--- config.mk ---
export PLATFORM = sky130hd
export DESIGN_NAME = flash_write_command_splitter_unit
export DESIGN_NICKNAME = d
export VERILOG_FILES = /design/src/rtl/core/fwcs_pkg.sv /design/src/rtl/core/flash_write_command_splitter_unit.sv /design/src/rtl/core/fwcs_seq.sv /design/src/rtl/core/fwcs_dp.sv
export VERILOG_INCLUDE_DIRS = /design/src /design/src/rtl/core
export SDC_FILE = /design/constraint.sdc
export NUM_CORES = 1
export LEC_CHECK = 0
export ABC_AREA = 1
export BUFFER_PORTS_ARGS = -buffer_cell sky130_fd_sc_hd__clkbuf_2
export CORE_MARGIN = 5
export CORE_UTILIZATION = 40
export DETAILED_ROUTE_END_ITERATION = 8
export SLEW_MARGIN = 20
export SYNTH_ARGS = -nofsm -noshare
export SYNTH_HDL_FRONTEND = slang
export SYNTH_SLANG_ARGS = --single-unit
--- constraint.sdc ---
create_clock -name i_clk -period 8.57 [get_ports i_clk]
set_input_delay 1.714 -clock i_clk [delete_from_list [all_inputs] [get_ports i_clk]]
set_output_delay 1.714 -clock i_clk [all_outputs]
set_load 0.01 [all_outputs]
--- src/rtl/core/flash_write_command_splitter_unit_assert.svh ---
// assertion macros shared by the splitter rtl
`ifndef FLASH_WRITE_COMMAND_SPLITTER_UNIT_ASSERT_SVH
`define FLASH_WRITE_COMMAND_SPLITTER_UNIT_ASSERT_SVH

`ifndef ASSERT_OFF
// property checked only while out of reset
`define FWCS_ASSERT(lbl, clk, rstn, prop) \
    lbl: assert property (@(posedge clk) disable iff (!rstn) prop) \
        else $error("fwcs assertion failed");
// property checked on every edge, reset included
`define FWCS_ASSERT_ALWAYS(lbl, clk, prop) \
    lbl: assert property (@(posedge clk) prop) \
        else $error("fwcs assertion failed");
`else
`define FWCS_ASSERT(lbl, clk, rstn, prop)
`define FWCS_ASSERT_ALWAYS(lbl, clk, prop)
`endif

`endif

--- src/rtl/core/fwcs_pkg.sv ---
// types, constants and the control program of the write command splitter
`timescale 1ns / 1ps
`default_nettype none

package fwcs_pkg;

    localparam int ADDR_W            = 24;
    localparam int COUNT_W           = 13;
    localparam int BYTES_W           = 9;
    localparam int OFFSET_W          = 12;

    localparam int SECTOR_LOG2       = 12;
    localparam int PAGE_LOG2         = 8;
    localparam int SECTOR_BYTES      = 1 << SECTOR_LOG2;
    localparam int PAGE_BYTES        = 1 << PAGE_LOG2;
    localparam int MAX_REQUEST_BYTES = 4096;

    // sector offset plus count minus one
    localparam int SUM_W             = 14;
    localparam int SECT_W            = SUM_W - SECTOR_LOG2;
    localparam int PAGE_W            = PAGE_LOG2 + 1;

    localparam logic KIND_ERASE   = 1'b0;
    localparam logic KIND_PROGRAM = 1'b1;

    typedef logic [1:0] t_step;
    localparam t_step STEP_IDLE  = 2'd0;
    localparam t_step STEP_ERASE = 2'd1;
    localparam t_step STEP_PROG  = 2'd2;
    localparam t_step STEP_SPARE = 2'd3;

    typedef logic [1:0] t_cond;
    localparam t_cond COND_ALWAYS = 2'd0;
    localparam t_cond COND_LOAD   = 2'd1;
    localparam t_cond COND_SECT   = 2'd2;
    localparam t_cond COND_PROG   = 2'd3;

    typedef struct packed {
        logic  take_in;
        logic  emit;
        logic  kind;
        t_cond cond;
        t_step jump_to;
    } t_ucode;

    // sequencer to datapath
    typedef struct packed {
        logic load;
        logic emit_erase;
        logic emit_prog;
    } t_ctl;

    // datapath to sequencer
    typedef struct packed {
        logic len_zero;
        logic sect_last;
        logic prog_last;
        logic out_free;
    } t_stat;

    function automatic t_ucode ucode_rom(input t_step step);
        t_ucode w;
        begin
            w = '0;
            unique case (step)
                STEP_IDLE: begin
                    w.take_in = 1'b1;
                    w.cond    = COND_LOAD;
                    w.jump_to = STEP_ERASE;
                end
                STEP_ERASE: begin
                    w.emit    = 1'b1;
                    w.kind    = KIND_ERASE;
                    w.cond    = COND_SECT;
                    w.jump_to = STEP_PROG;
                end
                STEP_PROG: begin
                    w.emit    = 1'b1;
                    w.kind    = KIND_PROGRAM;
                    w.cond    = COND_PROG;
                    w.jump_to = STEP_IDLE;
                end
                default: begin
                    w.cond    = COND_ALWAYS;
                    w.jump_to = STEP_IDLE;
                end
            endcase
            return w;
        end
    endfunction

endpackage

`default_nettype wire

--- src/rtl/core/flash_write_command_splitter_unit.sv ---
// top level of the flash write command splitter
//
//   channel   direction   handshake                  fields
//   request   in          i_in_valid / o_in_stall    start_address, byte_count
//   command   out         o_out_valid / i_out_stall  command_kind, target_address,
//                                                    program_bytes, source_offset,
//                                                    last_command
//
// a request is loaded in the idle step, then one command per cycle unless stalled:
// erases first, then page programs.
// the control store steps idle, erase and program; a zero count is taken and dropped.
// a stalled command holds in the output register and the sequencer waits on it.
// reset is synchronous, active low, and returns the sequencer to idle.
`timescale 1ns / 1ps
`default_nettype none

module flash_write_command_splitter_unit (
    input  wire logic                              i_clk,
    input  wire logic                              i_rst_n,
    input  wire logic                              i_in_valid,
    output logic                                   o_in_stall,
    input  wire logic [fwcs_pkg::ADDR_W-1:0]       i_start_address,
    input  wire logic [fwcs_pkg::COUNT_W-1:0]      i_byte_count,
    output logic                                   o_out_valid,
    input  wire logic                              i_out_stall,
    output logic                                   o_command_kind,
    output logic [fwcs_pkg::ADDR_W-1:0]            o_target_address,
    output logic [fwcs_pkg::BYTES_W-1:0]           o_program_bytes,
    output logic [fwcs_pkg::OFFSET_W-1:0]          o_source_offset,
    output logic                                   o_last_command
);

    fwcs_pkg::t_ctl  w_ctl;
    fwcs_pkg::t_stat w_stat;

    fwcs_seq u_seq (
        .i_clk      (i_clk),
        .i_rst_n    (i_rst_n),
        .i_in_valid (i_in_valid),
        .o_in_stall (o_in_stall),
        .i_stat     (w_stat),
        .o_ctl      (w_ctl)
    );

    fwcs_dp u_dp (
        .i_clk            (i_clk),
        .i_rst_n          (i_rst_n),
        .i_start_address  (i_start_address),
        .i_byte_count     (i_byte_count),
        .i_ctl            (w_ctl),
        .o_stat           (w_stat),
        .o_out_valid      (o_out_valid),
        .i_out_stall      (i_out_stall),
        .o_command_kind   (o_command_kind),
        .o_target_address (o_target_address),
        .o_program_bytes  (o_program_bytes),
        .o_source_offset  (o_source_offset),
        .o_last_command   (o_last_command)
    );

endmodule

`default_nettype wire

--- src/rtl/core/fwcs_seq.sv ---
// step counter and control store of the command splitter
`timescale 1ns / 1ps
`default_nettype none
`include "flash_write_command_splitter_unit_assert.svh"

module fwcs_seq (
    input  wire                logic i_clk,
    input  wire                logic i_rst_n,
    input  wire                logic i_in_valid,
    output logic               o_in_stall,
    input  wire fwcs_pkg::t_stat     i_stat,
    output fwcs_pkg::t_ctl     o_ctl
);

    fwcs_pkg::t_step  r_step;
    fwcs_pkg::t_step  n_step;
    fwcs_pkg::t_ucode w_word;
    logic             w_go;
    logic             w_jump;

    assign w_word     = fwcs_pkg::ucode_rom(r_step);
    assign o_in_stall = !w_word.take_in;

    // a command leaves only when the output slot is free
    assign w_go = w_word.emit && i_stat.out_free;

    always_comb begin
        case (w_word.cond)
            fwcs_pkg::COND_ALWAYS: w_jump = 1'b1;
            fwcs_pkg::COND_LOAD:   w_jump = i_in_valid && !i_stat.len_zero;
            fwcs_pkg::COND_SECT:   w_jump = w_go && i_stat.sect_last;
            fwcs_pkg::COND_PROG:   w_jump = w_go && i_stat.prog_last;
            default:               w_jump = 1'b0;
        endcase
    end

    always_comb begin
        o_ctl.load       = w_word.take_in && i_in_valid && !i_stat.len_zero;
        o_ctl.emit_erase = w_go && (w_word.kind == fwcs_pkg::KIND_ERASE);
        o_ctl.emit_prog  = w_go && (w_word.kind == fwcs_pkg::KIND_PROGRAM);
        n_step           = w_jump ? w_word.jump_to : r_step;
    end

    always_ff @(posedge i_clk) begin
        if (!i_rst_n) begin
            r_step <= fwcs_pkg::STEP_IDLE;
        end else begin
            r_step <= n_step;
        end
    end

    `FWCS_ASSERT(a_load_then_busy, i_clk, i_rst_n, o_ctl.load |=> o_in_stall)
    `FWCS_ASSERT(a_no_erase_after_prog, i_clk, i_rst_n,
                 o_ctl.emit_prog |=> !o_ctl.emit_erase)
    `FWCS_ASSERT(a_emit_needs_slot, i_clk, i_rst_n,
                 (o_ctl.emit_erase || o_ctl.emit_prog) |-> i_stat.out_free)

endmodule

`default_nettype wire

--- src/rtl/core/fwcs_dp.sv ---
// address, count and output registers of the command splitter
`timescale 1ns / 1ps
`default_nettype none
`include "flash_write_command_splitter_unit_assert.svh"

module fwcs_dp (
    input  wire  logic                            i_clk,
    input  wire  logic                            i_rst_n,
    input  wire  logic [fwcs_pkg::ADDR_W-1:0]     i_start_address,
    input  wire  logic [fwcs_pkg::COUNT_W-1:0]    i_byte_count,
    input  wire  fwcs_pkg::t_ctl                  i_ctl,
    output fwcs_pkg::t_stat                       o_stat,
    output logic                                  o_out_valid,
    input  wire  logic                            i_out_stall,
    output logic                                  o_command_kind,
    output logic [fwcs_pkg::ADDR_W-1:0]           o_target_address,
    output logic [fwcs_pkg::BYTES_W-1:0]          o_program_bytes,
    output logic [fwcs_pkg::OFFSET_W-1:0]         o_source_offset,
    output logic                                  o_last_command
);

    localparam int AW = fwcs_pkg::ADDR_W;
    localparam int CW = fwcs_pkg::COUNT_W;
    localparam int PW = fwcs_pkg::PAGE_W;
    localparam int SW = fwcs_pkg::SUM_W;
    localparam int NW = fwcs_pkg::SECT_W;
    localparam int SL = fwcs_pkg::SECTOR_LOG2;
    localparam int PL = fwcs_pkg::PAGE_LOG2;

    logic [AW-1:0]                  r_base;
    logic [AW-1:0]                  r_cur;
    logic [CW-1:0]                  r_rem;
    logic [CW-1:0]                  r_off;
    logic [NW-1:0]                  r_sect_left;

    logic                           r_o_valid;
    logic                           r_kind;
    logic [AW-1:0]                  r_taddr;
    logic [fwcs_pkg::BYTES_W-1:0]   r_pbytes;
    logic [fwcs_pkg::OFFSET_W-1:0]  r_soff;
    logic                           r_last;

    logic [CW-1:0]                  w_len;
    logic [SW-1:0]                  w_sum;
    logic [PW-1:0]                  w_room;
    logic [PW-1:0]                  w_size;
    logic                           w_fits;

    // oversized counts are clamped
    assign w_len = (i_byte_count > CW'(fwcs_pkg::MAX_REQUEST_BYTES))
                 ? CW'(fwcs_pkg::MAX_REQUEST_BYTES) : i_byte_count;
    assign w_sum = SW'(i_start_address[SL-1:0]) + SW'(w_len) - SW'(1);

    // bytes left before the next page boundary
    assign w_room = PW'(fwcs_pkg::PAGE_BYTES) - {1'b0, r_cur[PL-1:0]};
    assign w_fits = r_rem <= CW'(w_room);
    assign w_size = w_fits ? PW'(r_rem) : w_room;

    always_comb begin
        o_stat.len_zero  = (i_byte_count == '0);
        o_stat.sect_last = (r_sect_left == '0);
        o_stat.prog_last = w_fits;
        o_stat.out_free  = !r_o_valid || !i_out_stall;
    end

    always_ff @(posedge i_clk) begin
        if (i_ctl.load) begin
            r_base      <= {i_start_address[AW-1:SL], {SL{1'b0}}};
            r_cur       <= i_start_address;
            r_rem       <= w_len;
            r_off       <= '0;
            r_sect_left <= w_sum[SW-1:SL];
        end else begin
            if (i_ctl.emit_erase) begin
                r_base      <= r_base + AW'(fwcs_pkg::SECTOR_BYTES);
                r_sect_left <= r_sect_left - NW'(1);
            end
            if (i_ctl.emit_prog) begin
                r_cur <= r_cur + AW'(w_size);
                r_rem <= r_rem - CW'(w_size);
                r_off <= r_off + CW'(w_size);
            end
        end
    end

    always_ff @(posedge i_clk) begin
        if (!i_rst_n) begin
            r_o_valid <= 1'b0;
        end else if (o_stat.out_free) begin
            r_o_valid <= i_ctl.emit_erase || i_ctl.emit_prog;
        end
    end

    always_ff @(posedge i_clk) begin
        if (i_ctl.emit_erase) begin
            r_kind   <= fwcs_pkg::KIND_ERASE;
            r_taddr  <= r_base;
            r_pbytes <= '0;
            r_soff   <= '0;
            r_last   <= 1'b0;
        end else if (i_ctl.emit_prog) begin
            r_kind   <= fwcs_pkg::KIND_PROGRAM;
            r_taddr  <= r_cur;
            r_pbytes <= w_size;
            r_soff   <= r_off[fwcs_pkg::OFFSET_W-1:0];
            r_last   <= w_fits;
        end
    end

    assign o_out_valid      = r_o_valid;
    assign o_command_kind   = r_kind;
    assign o_target_address = r_taddr;
    assign o_program_bytes  = r_pbytes;
    assign o_source_offset  = r_soff;
    assign o_last_command   = r_last;

    `FWCS_ASSERT(a_erase_fields, i_clk, i_rst_n,
                 (r_o_valid && r_kind == fwcs_pkg::KIND_ERASE)
                 |-> (r_pbytes == '0 && r_soff == '0 && !r_last))
    `FWCS_ASSERT(a_prog_nonempty, i_clk, i_rst_n,
                 (r_o_valid && r_kind == fwcs_pkg::KIND_PROGRAM) |-> (r_pbytes != '0))
    `FWCS_ASSERT(a_last_drains, i_clk, i_rst_n,
                 (i_ctl.emit_prog && w_fits) |=> (r_rem == '0))

endmodule

`default_nettype wire
* Yosys cells after proc, flatten, opt, wreduce, memory -nomap -nowiden
Cells that the tools add are included.
** Cells by class
- $add $sub $neg :: 8
- Magnitude comparators :: 2
- Equal/unequal tests :: 5
- Multiplexer cells :: 16
- Bitwise logic cells :: 1
- Reduce and logical (&&, ||, !) cells :: 21
** Operators by type and width (count)
- $mux 24 :: 6
- $mux 13 :: 3
- $add 24x13->24 const B :: 1
- $add 24x9->24 :: 1
- $add 12x13->14 :: 1
- $sub 14x1->14 const B :: 1
- $add 13x9->13 :: 1
- $gt 13x13->1 const B :: 1
- $le 13x9->1 :: 1
- $logic_not 13->1 :: 1
- $sub 13x9->13 :: 1
- $pmux 4 s3 :: 1
- $mux 9 :: 1
- $sub 9x8->9 const A :: 1
- $logic_and 1x1->1 :: 8
- $eq 2x2->1 const B :: 3
- $logic_not 2->1 :: 3
- $reduce_bool 2->1 :: 3
- $eq 2x1->1 const B :: 2
- $logic_not 1->1 :: 4
- $mux 2 :: 2
- $pmux 1 s4 :: 1
- $pmux 2 s2 :: 1
- $logic_or 1x1->1 :: 2
- other kinds (3) :: 3
** Word-level totals
- Register bits after elaboration :: 126
- Output and inout bits :: 49
- Word-level logic and storage cells :: 66

* Depth between registers and ports, before layout
- Depth in word-level cells :: 6
- Depth in mapped cells :: 27

* By module
From an unflattened synthesis, not the netlist that was laid out.
** Second synthesis, totals
- Cells, all modules :: 943
- Area total of the unflattened synthesis :: 7398.3 sq um
** By module, submodules not included
- fwcs_dp :: instances 1, cells an instance 909, area an instance 7183.1 sq um, sequential area each 2972.9 sq um
- fwcs_seq :: instances 1, cells an instance 34, area an instance 215.2 sq um, sequential area each 40.0 sq um

* Worst setup path after synthesis
No wires, ideal clock.
- Kind :: input -> register
- Start point :: input i_byte_count[4] (netlist name)
- End point :: register u_dp.r_sect_left[1], data pin
- Setup time :: 255 ps
- Arrival :: 3905 ps
- Slack :: 4410 ps
- Cell stages on the path :: 17
- Path buffers :: 1
- Cells stage by stage :: nor2_1 -> nand2_1 -> nor2_1 -> nand2_1 -> nand2_1 -> buf_2 -> nand2_1 -> ha_1 -> inv_1 -> ha_1 -> inv_1 -> nor3_1 -> nand2_1 -> a2111oi_0 -> nand2_1 -> a21oi_1 -> nor2_1
** Between the ends
- Longest elaborated chain between the ends :: 5
- Elaborated cells on any way between the ends :: 8
- Classes of those cells :: 2 x add/sub; 1 x order compare; 2 x mux; 3 x reduce/logical
** Ends and longest elaborated chain
- start: declaration :: line flash_write_command_splitter_unit.sv:23 : input wire logic [fwcs_pkg::COUNT_W-1:0] i_byte_count,
- $gt 13x13->1 :: line fwcs_dp.sv:50 : assign w_len = (i_byte_count > CW'(fwcs_pkg::MAX_REQUEST_BYTES))
- $mux 13 :: line fwcs_dp.sv:51 : ? CW'(fwcs_pkg::MAX_REQUEST_BYTES) : i_byte_count;
- $add 12x13->14 :: line fwcs_dp.sv:52 : assign w_sum = SW'(i_start_address[SL-1:0]) + SW'(w_len) - SW'(1);
- $sub 14x1->14 :: line fwcs_dp.sv:52
- $mux 2 (*) :: line fwcs_dp.sv:67 : if (i_ctl.load) begin
- end signal: assignment :: line fwcs_dp.sv:72 : r_sect_left <= w_sum[SW-1:SL];
- end signal: assignment :: line fwcs_dp.sv:76 : r_sect_left <= r_sect_left - NW'(1);
- end: declaration :: line fwcs_dp.sv:34 : logic [NW-1:0] r_sect_left;
Mark *: on every way between the ends. The rest lies on a longest branch, timed or not.
A chain may end at the register's enable or synchronous reset.

* Final worst setup path
- Start point :: register u_dp.r_cur[1]
- End point :: register u_dp.r_cur[10], data pin
** Between the ends
- Longest elaborated chain between the ends :: 6
** Ends and longest elaborated chain
- start: declaration :: line fwcs_dp.sv:31 : logic [AW-1:0] r_cur;
- start signal: assignment :: line fwcs_dp.sv:69 : r_cur <= i_start_address;
- start signal: assignment :: line fwcs_dp.sv:79 : r_cur <= r_cur + AW'(w_size);
- $sub 9x8->9 :: line fwcs_dp.sv:55 : assign w_room = PW'(fwcs_pkg::PAGE_BYTES) - {1'b0, r_cur[PL-1:0]};
- $le 13x9->1 :: line fwcs_dp.sv:56 : assign w_fits = r_rem <= CW'(w_room);
- $mux 9 :: line fwcs_dp.sv:57 : assign w_size = w_fits ? PW'(r_rem) : w_room;
- named net u_dp.w_size[0] :: line fwcs_dp.sv:46 : logic [PW-1:0] w_size;
- $add 24x9->24 :: line fwcs_dp.sv:79
- $mux 24 :: line fwcs_dp.sv:78 : if (i_ctl.emit_prog) begin
- $mux 24 :: line fwcs_dp.sv:67
The timed path passes the listed nets, and every way through them passes these cells. The select of a mux whose other input is x is not followed.

==> impl_metrics.toml <==
[run_status]
status = "finished, final reports clean"

[synth]
synth_seq_cells = 113
yosysTopAreaCell = "edfxtp_1"
synthCells = 903
synth_top_area_share_pct = 30.63
asyncSetResetFlopFracSynth_pct = 0
syn_avg_cell_area_sq_um = 8.143
yosysUniqueCellTypes = 51
syn-num-nets = 1013
ys_seq_area_share_pct = 40.97
synth_common_cells = "231 x nand2_1, 133 x inv_1, 75 x edfxtp_1"
synth_flop_cell = "edfxtp_1"
synthTopCellsByArea = "edfxtp_1 31%, nand2_1 12%, ha_1 11%"
yosysWarnings = 0
synth.most_common_cell = "nand2_1"
syn_area_sq_mm = 0.007353
synth_edf_count = 75

[timing]
skew_ps = 5.111
drv_slew = 0
holdWs_ps = 453.3
setup_ws_ps = 3647
hold_viol = 0
fmax_mhz = 203.1
finalCritPeriodShare_pct = 57.45
setup_tns_ps = 0
final-setup-viol-count = 0
maxSlewHeadroom_pct = 40.46
rsz0062_at_grt = "false"
worst_pin_slew_ps = 891.0
fin_crit_ps = 4923

[cts]
cts_tree = "yes"
post_cts_buffers = 0
cts_buffers = 17
path_clk_slew_ps = 60
cts_hold_buf = 0
clk_latency_ps = 420
htreeDepth = 4
root_buffer = "clkbuf_16"
cts_buffer_depth = 2
cts_resized = 0
cts.sinks = 113

[power]
combPwrFrac_pct = 53.1
p_clk_share_pct = 17.4
swShare_pct = 46.08
p_per_area_mw_per_mm2 = 474.8
total_power_mw = 4.084
netSwitchingPower_mw = 1.882
p_seq_share_pct = 29.5
p_leak_nw = 4.119
internal_power_mw = 2.202
max-vdd-ir-drop_mv = 0.3164

[setup_path]
reg2reg_slack_ps = 3650
start_kind = "flop"
cp.required_ps = 8720
crit_end = "u_dp.r_cur[10]$_DFFE_PP_"
critical_path_class = "flop to flop"
rr_startpoint = "u_dp.r_cur[1]$_DFFE_PP_"
cp_max_fo = 7
endpoint_kind = "flop"
cp_data_arrival_time_ps = 5070
startpoint = "u_dp.r_cur[1]$_DFFE_PP_"
r2r_cells = 24
worst_r2r_endpoint = "u_dp.r_cur[10]$_DFFE_PP_"

[detailed_routing]
routedWlPerCell_um = 15.62
drt-initial-drc-count = 529
ant_nets = 0
via_count = 6292
drc = 0
dr.pass1.iters = 7
routed_wl_um = 19290
via_per_inst = 5.095

[floorplan]
initial_utilization_pct = 40.80
io_pins = 90
die_area_sq_mm = 0.02120
chipWidth_um = 145.6
fp.dieH_um = 145.6
core_area_sq_mm = 0.01802
num_rows = 49

[final_layout]
fin_nets = 1103
syn_to_final_growth_pct = 16.96
num_antenna_cells = 0
nFillCells = 1854
layout-drive-gt1-share_pct = 16.00

[placed_design]
hpwl_um = 14960
gp_congestion = 0.9017
port-buffer-count = 89
pre_cts_slack_ps = 3243

[min_path]
hold_path_class = "flop to flop"

[global_routing]
grt_overflow = 0
grt_max_degree = 60
grt_pass1_vias = 6034
grt_use_total_pct = 18.19
grt_pass1_wl_um = 31170
antenna_found_initial = 0

[job]
maxCapViolCount = 0
flip-flops by register name (all words and copies together), names as in the netlist:
| name | count |
|---|---|
| u_dp.r_sect_left | 2 |
| u_dp.o_target_address | 24 |
| u_dp.r_rem | 13 |
| u_dp.o_out_valid | 1 |
| u_dp.o_command_kind | 1 |
| u_dp.o_source_offset | 12 |
| u_dp.r_cur | 24 |
| u_dp.o_last_command | 1 |
| u_dp.r_off | 12 |
| u_seq.r_step | 2 |
| u_dp.r_base | 12 |
| u_dp.o_program_bytes | 9 |
cells in the final DEF (no fill, tap or decap), drive strengths merged, types with 2 or more instances in the layout:
cell and count:
o21ai 82, nor3 9, buf 2, or2 3
a21boi 2, clkinvlp 4, o22ai 7, fa 3
dfxtp 38, edfxtp 75, nand2 238, clkinv 7
xor2 26, xnor2 9, a21o 5, o31ai 5
nand4 11, a31oi 6, nor4 7, a21oi 41
inv 138, bufinv 3, ha 66, nor2 55
nor3b 2, o21bai 4, nand3 36, clkbuf 107
a22o 4
stage by stage:
stage               cells  utilization [%]  area (sq um)
global placement     1203            44.41          8005
detailed placement   1203            44.41          8005
finish               1235            47.72          8601
CTS                  1235            47.72          8601
floorplan             903                -          7353
global route         1235            47.72          8601
layer usage:
metal | global-route usage [%] | vias up | routed length (um)
met1 | 26.72 | 2871 | 9561
li1 | - | 3198 | -
met2 | 26.64 | 198 | 8174
met5 | 0 | - | 0
met4 | 5.970 | 0 | 349
met3 | 3.862 | 25 | 1200
power groups by stage:
stage | clock network (mW) | logic, mW | registers, mW
floorplan | 0 | 1.57 | 1.17
global placement | 0 | 2.14 | 1.21
detailed placement | 0 | 2.16 | 1.21
CTS | 0.722 | 2.18 | 1.20
global route | 0.752 | 2.46 | 1.23
finish | 0.712 | 2.17 | 1.20
worst min path at each step:
| stage | depth (start not counted) | startpoint | endpoint |
|---|---|---|---|
| global placement | 2 | u_dp.o_program_bytes[1]$_SDFFE_PP0P_ | u_dp.o_program_bytes[1]$_SDFFE_PP0P_ |
| detailed placement | 2 | u_dp.o_program_bytes[1]$_SDFFE_PP0P_ | u_dp.o_program_bytes[1]$_SDFFE_PP0P_ |
| CTS | 2 | u_dp.o_command_kind$_SDFFE_PP0P_ | u_dp.o_command_kind$_SDFFE_PP0P_ |
| floorplan | 2 | u_dp.r_off[8]$_SDFFE_PP0P_ | u_dp.o_source_offset[8]$_SDFFE_PP0P_ |
| finish | 2 | u_dp.o_command_kind$_SDFFE_PP0P_ | u_dp.o_command_kind$_SDFFE_PP0P_ |
| global route | 2 | u_dp.o_command_kind$_SDFFE_PP0P_ | u_dp.o_command_kind$_SDFFE_PP0P_ |
cell families (layout without fill, tap and decap cells):
kind of cell,count (synthesis),count (layout),synth area share [%]
and+or+nand+nor,364,364,21.05
xor gates and xnor gates,35,35,4.169
adders and majority gates,69,69,12.05
AOI/OAI and AO/OA,164,164,13.39
buffers and inverters,158,261,8.372
DFF,113,113,40.97
critical path, stage by stage (launching register included):
cell	delay, ps
edfxtp_1	440
inv_1	140
ha_1	220
nand4_1	150
or3_1	370
ha_1	310
nand2_1	60
nor2_1	130
o21ai_0	110
nand2_1	120
nand2_4	100
o21ai_0	620
ha_1	290
inv_1	70
fa_1	370
inv_1	100
nand3_1	70
nand2_1	130
a21boi_0	140
o21ai_0	250
nand2_1	100
nand2_1	110
nand3_1	70
nand3_1	80
o21ai_0	80
final cells by class:
cell class	count	area, sq um	area share [%]
multi-input combinational	632	3725	43.31
timing repair buffer	91	460.4	5.354
clock buffer	18	429.2	4.990
inverter	138	520.5	6.052
sequential	113	3013	35.03
clock inverter	14	166.4	1.935
tap	229	286.5	3.331
(Power assumes the default switching activity.)
